$ cat src/rtl/core/baro_pkg.sv
`default_nettype none
package baro_pkg;

  // Calibration words unpacked from the four configuration registers.
  typedef struct packed {
    logic [15:0] ac1;
    logic [15:0] ac2;
    logic [15:0] ac3;
    logic [15:0] ac4;
    logic [15:0] ac5;
    logic [15:0] ac6;
    logic [15:0] b1;
    logic [15:0] b2;
    logic [15:0] mc;
    logic [15:0] md;
  } cal_t;

  // One raw reading pair as it moves from the queue to the engine.
  typedef struct packed {
    logic [15:0] raw_temperature;
    logic [15:0] raw_pressure;
  } item_t;

  // Configuration register indexes.
  localparam logic [1:0] CfgOffset = 2'd0;
  localparam logic [1:0] CfgScale  = 2'd1;
  localparam logic [1:0] CfgB      = 2'd2;
  localparam logic [1:0] CfgM      = 2'd3;

  // Compensation constants.
  localparam logic [63:0] TempOffset   = 64'd4000;
  localparam logic [63:0] PressBias    = 64'd32768;
  localparam logic [63:0] PressScale   = 64'd50000;
  localparam logic [63:0] SmallLimit   = 64'h0000_0000_8000_0000;
  localparam logic [63:0] CoefSquare   = 64'd3038;
  localparam logic [63:0] CoefLinear   = 64'hFFFF_FFFF_FFFF_E343; // -7357
  localparam logic [63:0] CoefOffset   = 64'd3791;

  // Sign extension of a 16-bit calibration word to 64 bits.
  function automatic logic [63:0] sx16(input logic [15:0] v);
    return {{48{v[15]}}, v};
  endfunction

  // Signed division by 2^k that truncates toward zero.
  function automatic logic [63:0] sdiv_p2(input logic [63:0] x, input int unsigned k);
    logic [63:0] bias;
    bias = x[63] ? ((64'd1 << k) - 64'd1) : 64'd0;
    return 64'($signed(x + bias) >>> k);
  endfunction

endpackage
`default_nettype wire

$ cat src/rtl/core/baro_if.sv
`default_nettype none
// Raw reading channel.
interface baro_in_if;
  logic        valid;
  logic        ready;
  logic [15:0] raw_temperature;
  logic [15:0] raw_pressure;
  modport source(output valid, output raw_temperature, output raw_pressure, input ready);
  modport sink(input valid, input raw_temperature, input raw_pressure, output ready);
endinterface

`default_nettype wire

$ cat src/rtl/core/baro_front.sv
`default_nettype none
module baro_front #(
  parameter int unsigned Depth = 4
) (
  input  wire logic           clk_i,
  input  wire logic           rst_ni,
  baro_in_if.sink             in_if,
  output logic                item_valid_o,
  output baro_pkg::item_t     item_o,
  input  wire logic           item_ready_i
);

  localparam int unsigned PtrW = (Depth > 1) ? $clog2(Depth) : 1;
  localparam int unsigned CntW = $clog2(Depth + 1);

  baro_pkg::item_t       mem_q [Depth];
  logic [PtrW-1:0]       wr_ptr_q, rd_ptr_q;
  logic [CntW-1:0]       count_q;
  logic                  push, pop;

  // Transfers on either side of the queue.
  assign in_if.ready  = (count_q != CntW'(Depth));
  assign push         = in_if.valid && in_if.ready;
  assign item_valid_o = (count_q != '0);
  assign pop          = item_valid_o && item_ready_i;
  assign item_o       = mem_q[rd_ptr_q];

  // Storage for queued items.
  always_ff @(posedge clk_i) begin
    if (push) begin
      mem_q[wr_ptr_q] <= '{raw_temperature: in_if.raw_temperature,
                           raw_pressure: in_if.raw_pressure};
    end
  end

  // Pointers and fill count.
  always_ff @(posedge clk_i or negedge rst_ni) begin
    if (!rst_ni) begin
      wr_ptr_q <= '0;
      rd_ptr_q <= '0;
      count_q  <= '0;
    end else begin
      if (push) begin
        wr_ptr_q <= (wr_ptr_q == PtrW'(Depth - 1)) ? '0 : wr_ptr_q + 1'b1;
      end
      if (pop) begin
        rd_ptr_q <= (rd_ptr_q == PtrW'(Depth - 1)) ? '0 : rd_ptr_q + 1'b1;
      end
      if (push && !pop) begin
        count_q <= count_q + 1'b1;
      end else if (pop && !push) begin
        count_q <= count_q - 1'b1;
      end
    end
  end

  // The fill count follows the transfers on both sides.
  assert property (@(posedge clk_i) disable iff (!rst_ni)
    (push && !pop) |=> (count_q == $past(count_q) + 1'b1))
    else $error("queue count did not grow on a lone push");
  assert property (@(posedge clk_i) disable iff (!rst_ni)
    count_q <= CntW'(Depth))
    else $error("queue count beyond depth");

endmodule
`default_nettype wire

$ cat src/flat_wrapper.sv
// flat-port wrapper written by rule: the top's interface ports become plain ports
module baro_front_flat 
#(
  parameter int unsigned Depth = 4
)
  (clk_i, rst_ni, item_valid_o, item_o, item_ready_i, in_if_valid, in_if_raw_temperature, in_if_raw_pressure, in_if_ready);
  baro_in_if in_if_i ();
  input  wire logic clk_i;
  input  wire logic rst_ni;
  output logic item_valid_o;
  output baro_pkg::item_t item_o;
  input  wire logic item_ready_i;
  input wire logic [$bits(in_if_i.valid)-1:0] in_if_valid;
  input wire logic [$bits(in_if_i.raw_temperature)-1:0] in_if_raw_temperature;
  input wire logic [$bits(in_if_i.raw_pressure)-1:0] in_if_raw_pressure;
  output wire logic [$bits(in_if_i.ready)-1:0] in_if_ready;
  assign in_if_i.valid = in_if_valid;
  assign in_if_i.raw_temperature = in_if_raw_temperature;
  assign in_if_i.raw_pressure = in_if_raw_pressure;
  assign in_if_ready = in_if_i.ready;
  baro_front #(.Depth(Depth)) u_core (.clk_i(clk_i), .rst_ni(rst_ni), .in_if(in_if_i), .item_valid_o(item_valid_o), .item_o(item_o), .item_ready_i(item_ready_i));
endmodule
$ cat config.mk
export PLATFORM = sky130hd
export DESIGN_NAME = baro_front_flat
export DESIGN_NICKNAME = d
export VERILOG_FILES = /design/src/rtl/core/baro_pkg.sv /design/src/rtl/core/baro_if.sv /design/src/rtl/core/baro_front.sv /design/src/flat_wrapper.sv
export SDC_FILE = /design/constraint.sdc
export NUM_CORES = 1
export LEC_CHECK = 0
export ABC_AREA = 1
export BUFFER_PORTS_ARGS = -buffer_cell sky130_fd_sc_hd__buf_2
export CAP_MARGIN = 10
export CORE_AREA = 2 2 114 116
export CTS_BUF_LIST = sky130_fd_sc_hd__clkbuf_16
export DETAILED_ROUTE_END_ITERATION = 10
export DIE_AREA = 0 0 116 118
export SYNTH_ARGS = -nofsm -noshare
export SYNTH_HDL_FRONTEND = slang
export SYNTH_SLANG_ARGS = --single-unit
$ cat constraint.sdc
create_clock -name clk_i -period 2.85 [get_ports clk_i]
set_input_delay 0.57 -clock clk_i [delete_from_list [all_inputs] [get_ports clk_i]]
set_output_delay 0.57 -clock clk_i [all_outputs]
set_load 0.1 [all_outputs]
==> results of run 1 <==
-- flip-flops by register name (all words and copies together) (netlist names) --
| name | count |
|---|---|
| u_core.count_q | 3 |
| u_core.mem_q | 128 |
| u_core.rd_ptr_q | 2 |
| u_core.wr_ptr_q | 2 |
-- worst max path at each step --
stage                       startpoint                  to  slack [ps]  cells past startpoint
finish              u_core.rd_ptr_q[0]          item_o[29]         180                      5
global route        u_core.rd_ptr_q[0]           item_o[6]          30                      5
CTS                 u_core.rd_ptr_q[0]          item_o[13]         170                      5
detailed placement  u_core.rd_ptr_q[0]          item_o[13]         630                      5
global placement    u_core.rd_ptr_q[0]          item_o[13]         660                      4
floorplan            u_core.count_q[1]  u_core.mem_q[0][0]        -110                      4
-- stage by stage --
stage / std cells / hold slack, ps / cell area, um^2
6_report: 695 / 378.2 / 7198
3_5_place_dp: 661 / 420.0 / 6525
4_1_cts: 693 / 355.2 / 7193
2_1_floorplan: 432 / 274.4 / 5497
5_1_grt: 694 / 363.6 / 7196
3_3_place_gp: 661 / 417.5 / 6525
-- cells in the final DEF, fill, tap and decap left out --
| cell type | n |
|---|---|
| xnor2_1 | 1 |
| nor2_4 | 4 |
| dlygate4sd3_1 | 1 |
| buf_4 | 9 |
| inv_1 | 78 |
| bufinv_16 | 6 |
| clkinvlp_4 | 3 |
| nand3_1 | 7 |
| buf_2 | 37 |
| dfrtp_1 | 5 |
| edfxtp_1 | 128 |
| nand4_1 | 1 |
| inv_2 | 1 |
| clkinv_1 | 1 |
| diode_2 | 2 |
| o21ai_0 | 1 |
| dfrtp_2 | 1 |
| ha_1 | 6 |
| clkinv_4 | 2 |
| dfrtp_4 | 1 |
| o211ai_1 | 64 |
| nand2_1 | 111 |
| clkinv_2 | 1 |
| buf_12 | 32 |
| nor2_1 | 2 |
| clkbuf_16 | 17 |
| fa_1 | 1 |
-- routing by layer --
metal | share of wire (%) | wire (um) | up-vias | GRT usage, %
li1 | - | - | 1643 | -
met1 | 44 | 4585 | 1601 | 21.14
met2 | 50 | 5253 | 60 | 26.97
met3 | 3.9 | 409 | 12 | 4.428
met4 | 1.5 | 157 | 0 | 6.920
met5 | 0 | 0 | - | 0
-- worst reg2reg max path, cell delays in order, from the launching register on --
cell     delay, ps
dfrtp_1        430
inv_1          100
nand3_1        150
nand2_1        390
inv_1           90
ha_1           220
inv_1           90
fa_1           410
nand2_1         70
o21ai_0         70
-- cells by family (layout without fill, tap and decap cells) --
group | after synthesis | count (layout) | share of synthesized area (%)
XOR/XNOR | 1 | 1 | 0.1597
AND/OR/NAND/NOR | 125 | 125 | 8.757
buffers and inverters | 99 | 188 | 7.252
other | 0 | 2 | 0
AO/OA/AOI/OAI | 65 | 65 | 8.848
flip-flops | 135 | 135 | 73.25
adder cells (fa/ha/maj) | 7 | 7 | 1.733
-- cell type report --
type,count,area (um^2)
Tap cell,172,215.2
Antenna cell,2,5.005
Inverter,78,292.8
Clock buffer,17,425.4
Fill cell,1034,5216
Timing Repair Buffer,79,903.4
Sequential cell,135,4024
Clock inverter,14,232.7
Multi-Input combinational cell,198,1100
==> flow_summary.json, run 1 <==
{
  "grt_first_pass_wirelength_mm": 16.97,
  "cap_violations": 0,
  "synth_top_area_share_pct": 70.06,
  "tightest_slew_ps": 671.8,
  "cts.sink_count": 135,
  "clk_path_buf_depth": 2,
  "end_kind": "output pin",
  "row_count": 41,
  "cp_cell_sequence": "buf_4, nand2_1, o211ai_1, nand2_1, buf_12",
  "postRouteAntennaNets": 0,
  "synth.most_common_cell": "edfxtp_1",
  "routed_wirelength_mm": 10.41,
  "cts_setup_buffers": 0,
  "routed-via-count": 3316,
  "drt_iter0_drc": 167,
  "yosys_warnings": 0,
  "fin_worst_skew_ps": 5.108,
  "reg2reg_setup_slack_ps": 710,
  "min_from": "in_if_raw_pressure[8]",
  "overflow": 0,
  "synth-async-reset-ratio_pct": 5.185,
  "synth_area_leaders": "edfxtp_1, o211ai_1, nand2_1",
  "fin_tns_setup_ps": 0,
  "die_width_um": 116,
  "final-setup-viol-count": 0,
  "clk_pin_slew_ps": 60,
  "clk_latency_ps": 400,
  "max_stage_delay_ps": 790,
  "postCtsHoldBufs": 1,
  "min_period_ps": 2669,
  "wire_per_inst_um": 14.97,
  "r2r_start": "u_core.count_q[0]",
  "slew_violations": 0,
  "cts-root-buf": "clkbuf_16",
  "hold_path_class": "in -> reg",
  "fin_crit_sh_pct": 93.65,
  "relSlewSlack_pct": 55.14,
  "rr_endpoint": "u_core.count_q[1]",
  "drive_gt1_share_pct": 21.88,
  "worst-path-buf-inv": 2,
  "syn_nets": 475,
  "synth_ff_type": "edfxtp_1",
  "crit_path_start_kind": "register",
  "ys_top_cells_by_count": "edfxtp_1, nand2_1, inv_1",
  "cts_max_level": 4,
  "initial_utilization_pct": 44.19,
  "clock.fmax_ghz": 0.3747,
  "dpl.hpwl_mm": 6.158,
  "crit_fanout": 59,
  "io_pins": 70,
  "slowest_stage": "dfrtp_4",
  "syn_to_final_growth_pct": 31.20,
  "status": "completed",
  "dieArea_um2": 13690,
  "final_core_util_pct": 57.98,
  "dp_slack_ps": 626.6,
  "criticalPathCategory": "reg -> out",
  "path_delay_family": "flip-flops",
  "hold_viol": 0,
  "grt_max_degree": 60,
  "reg2reg_depth": 9,
  "die-height_um": 118,
  "synth-seq-cells": 135,
  "gp_congestion": 0.7928,
  "synth_cell_types": 17,
  "final.setup.worst_slack_ps": 180.9,
  "syn-cell-area_um2": 5487,
  "min_to": "u_core.mem_q[1][8]",
  "crit_required_ps": 2280,
  "rsz0062_at_grt": "false",
  "grt_pass1_vias": 3476,
  "cts_tree": "built",
  "cts_buffers": 17,
  "antenna_found_initial": 2,
  "port_buffers": 69,
  "core-area_um2": 12410,
  "yosysSeqAreaShare_pct": 73.25,
  "route.detailed.drc": 0,
  "grt_usage_pct": 16.66,
  "crit_arrival_ps": 2100,
  "via_per_inst": 4.771,
  "synthCells": 432,
  "synth_area_leader_cell": "edfxtp_1",
  "synth-edff-count": 128,
  "hold_depth": 1,
  "cts_resized": 0,
  "syn_avg_cell_area_um2": 12.70,
  "drtPass1Iterations": 5,
  "final_net_count": 552,
  "cpMostUsedCell": "nand2_1"
}
Power of run 1 is not shown: default switching activity piles up to over one toggle a cycle in this logic, so the estimate is an artifact.
==> inputs of run 2 (changes only) <==
--- a/config.mk
+++ b/config.mk
@@ -9,7 +9,7 @@
 export BUFFER_PORTS_ARGS = -buffer_cell sky130_fd_sc_hd__buf_2
 export CAP_MARGIN = 10
 export CORE_AREA = 2 2 114 116
-export CTS_BUF_LIST = sky130_fd_sc_hd__clkbuf_16
+export CTS_BUF_LIST = sky130_fd_sc_hd__clkbuf_8
 export DETAILED_ROUTE_END_ITERATION = 10
 export DIE_AREA = 0 0 116 118
 export SYNTH_ARGS = -nofsm -noshare
==> flow_summary.json, run 2 (synthesized netlist as in run 1, its figures left out) <==
{
  "status": "completed",
  "grt_first_pass_wirelength_mm": 16.67,
  "cts-root-buf": "clkbuf_8",
  "seqCellArea_um2": 4024,
  "grt_usage_pct": 16.36,
  "crit_fanout": 31,
  "clk_path_buf_depth": 2,
  "drtPass1Iterations": 4,
  "cts.sink_count": 135,
  "largest_register_ffs": 128,
  "drt_iter0_drc": 149,
  "final-setup-viol-count": 0,
  "final_net_count": 553,
  "route.detailed.drc": 0,
  "final.setup.worst_slack_ps": 330.7,
  "cap_violations": 0,
  "postRouteAntennaNets": 0,
  "end_kind": "output pin",
  "syn_to_final_growth_pct": 28.16,
  "cts_resized": 0,
  "hold_path_class": "in -> reg",
  "multi_input_area_um2": 1100,
  "antenna_found_initial": 1,
  "overflow": 0,
  "via_per_inst": 4.810,
  "grt_pass1_vias": 3420,
  "cts_max_level": 4,
  "criticalPathCategory": "reg -> out",
  "reg2reg_setup_slack_ps": 710,
  "top_register": "u_core.mem_q",
  "grt_max_degree": 60,
  "hold_viol": 0,
  "relSlewSlack_pct": 55.53,
  "clk_pin_slew_ps": 80,
  "fin_crit_sh_pct": 88.40,
  "whs_ps": 351.0,
  "crit_arrival_ps": 1950,
  "fillerInstances": 1044,
  "cts_tree": "built",
  "fin_worst_skew_ps": 13.34,
  "dp_slack_ps": 626.6,
  "wire_per_inst_um": 15.02,
  "slew_violations": 0,
  "clk_latency_ps": 430,
  "instances_no_fill": 695,
  "port_buffers": 69,
  "dp_cells": 661,
  "io_pins": 70,
  "drive_gt1_share_pct": 22.03,
  "layout_commonest_cell": "edfxtp_1",
  "clock.fmax_ghz": 0.3969,
  "min_period_ps": 2519,
  "row_count": 41,
  "core-area_um2": 12410,
  "crit_path_start_kind": "register",
  "final_cell_mix": "edfxtp_1, nand2_1, inv_1",
  "cts_buffers": 17,
  "die-height_um": 118,
  "dieArea_um2": 13690,
  "rsz0062_at_grt": "false",
  "die_width_um": 116,
  "gp_congestion": 0.7928,
  "initial_utilization_pct": 44.19,
  "crit_required_ps": 2280,
  "dpl.hpwl_mm": 6.158,
  "routed-via-count": 3343,
  "top_regs": "u_core.mem_q: 128 flops, u_core.count_q: 3 flops",
  "tightest_slew_ps": 666.1,
  "routed_wirelength_mm": 10.44
}
[run 2: final timing paths]
kind,cells after the start,end,from
worst max register to register,9,u_core.count_q[1],u_core.count_q[0]
max in group asynchronous,2,u_core.rd_ptr_q[0],rst_ni
worst max-delay path,5,item_o[13],u_core.rd_ptr_q[0]
worst min register to register,2,u_core.count_q[2],u_core.count_q[2]
min in group asynchronous,2,u_core.wr_ptr_q[1],rst_ni
worst min-delay path,1,u_core.mem_q[0][8],in_if_raw_pressure[8]
[run 2: stage by stage]
| step | setup TNS, ps | instance area [um^2] | util, % |
|---|---|---|---|
| after detailed placement | 0 | 6525 | 52.56 |
| final | 0 | 7032 | 56.64 |
| after floorplan | -14570 | 5497 | - |
| after global routing | 0 | 7029 | 56.62 |
| after global placement | 0 | 6525 | 52.56 |
| after CTS | 0 | 7002 | 56.40 |
[run 2: layout make-up]
class / instances / share of cell area [%]
Timing Repair Buffer: 80 / 13.24
Antenna cell: 1 / 0.03559
Inverter: 78 / 4.164
Multi-Input combinational cell: 198 / 15.64
Sequential cell: 135 / 57.22
Clock buffer: 17 / 3.327
Tap cell: 172 / 3.060
Clock inverter: 14 / 3.310
[run 2: timing repair]
action	CTS	global route
setup buffers	0	1
hold endpoints to repair	7	0
setup endpoints to repair	0	3
hold buffers	1	0
[run 2: worst max-delay path, cell delays in order, from the launching register on]
cell and delay, ps:
dfrtp_4 660, buf_4 330, nand2_1 90, o211ai_1 100
nand2_1 140, buf_12 190
[run 2: layer usage]
| metal | wire, um | part of all wire [%] | GRT usage [%] | vias up |
|---|---|---|---|---|
| met1 | 4642 | 44 | 21.18 | 1620 |
| met4 | 162 | 1.6 | 5.060 | 0 |
| met5 | 0 | 0 | 0 | - |
| met3 | 409 | 3.9 | 5.355 | 10 |
| met2 | 5223 | 50 | 26.17 | 70 |
| li1 | - | - | - | 1643 |
Power of run 2 is left out for the same reason.
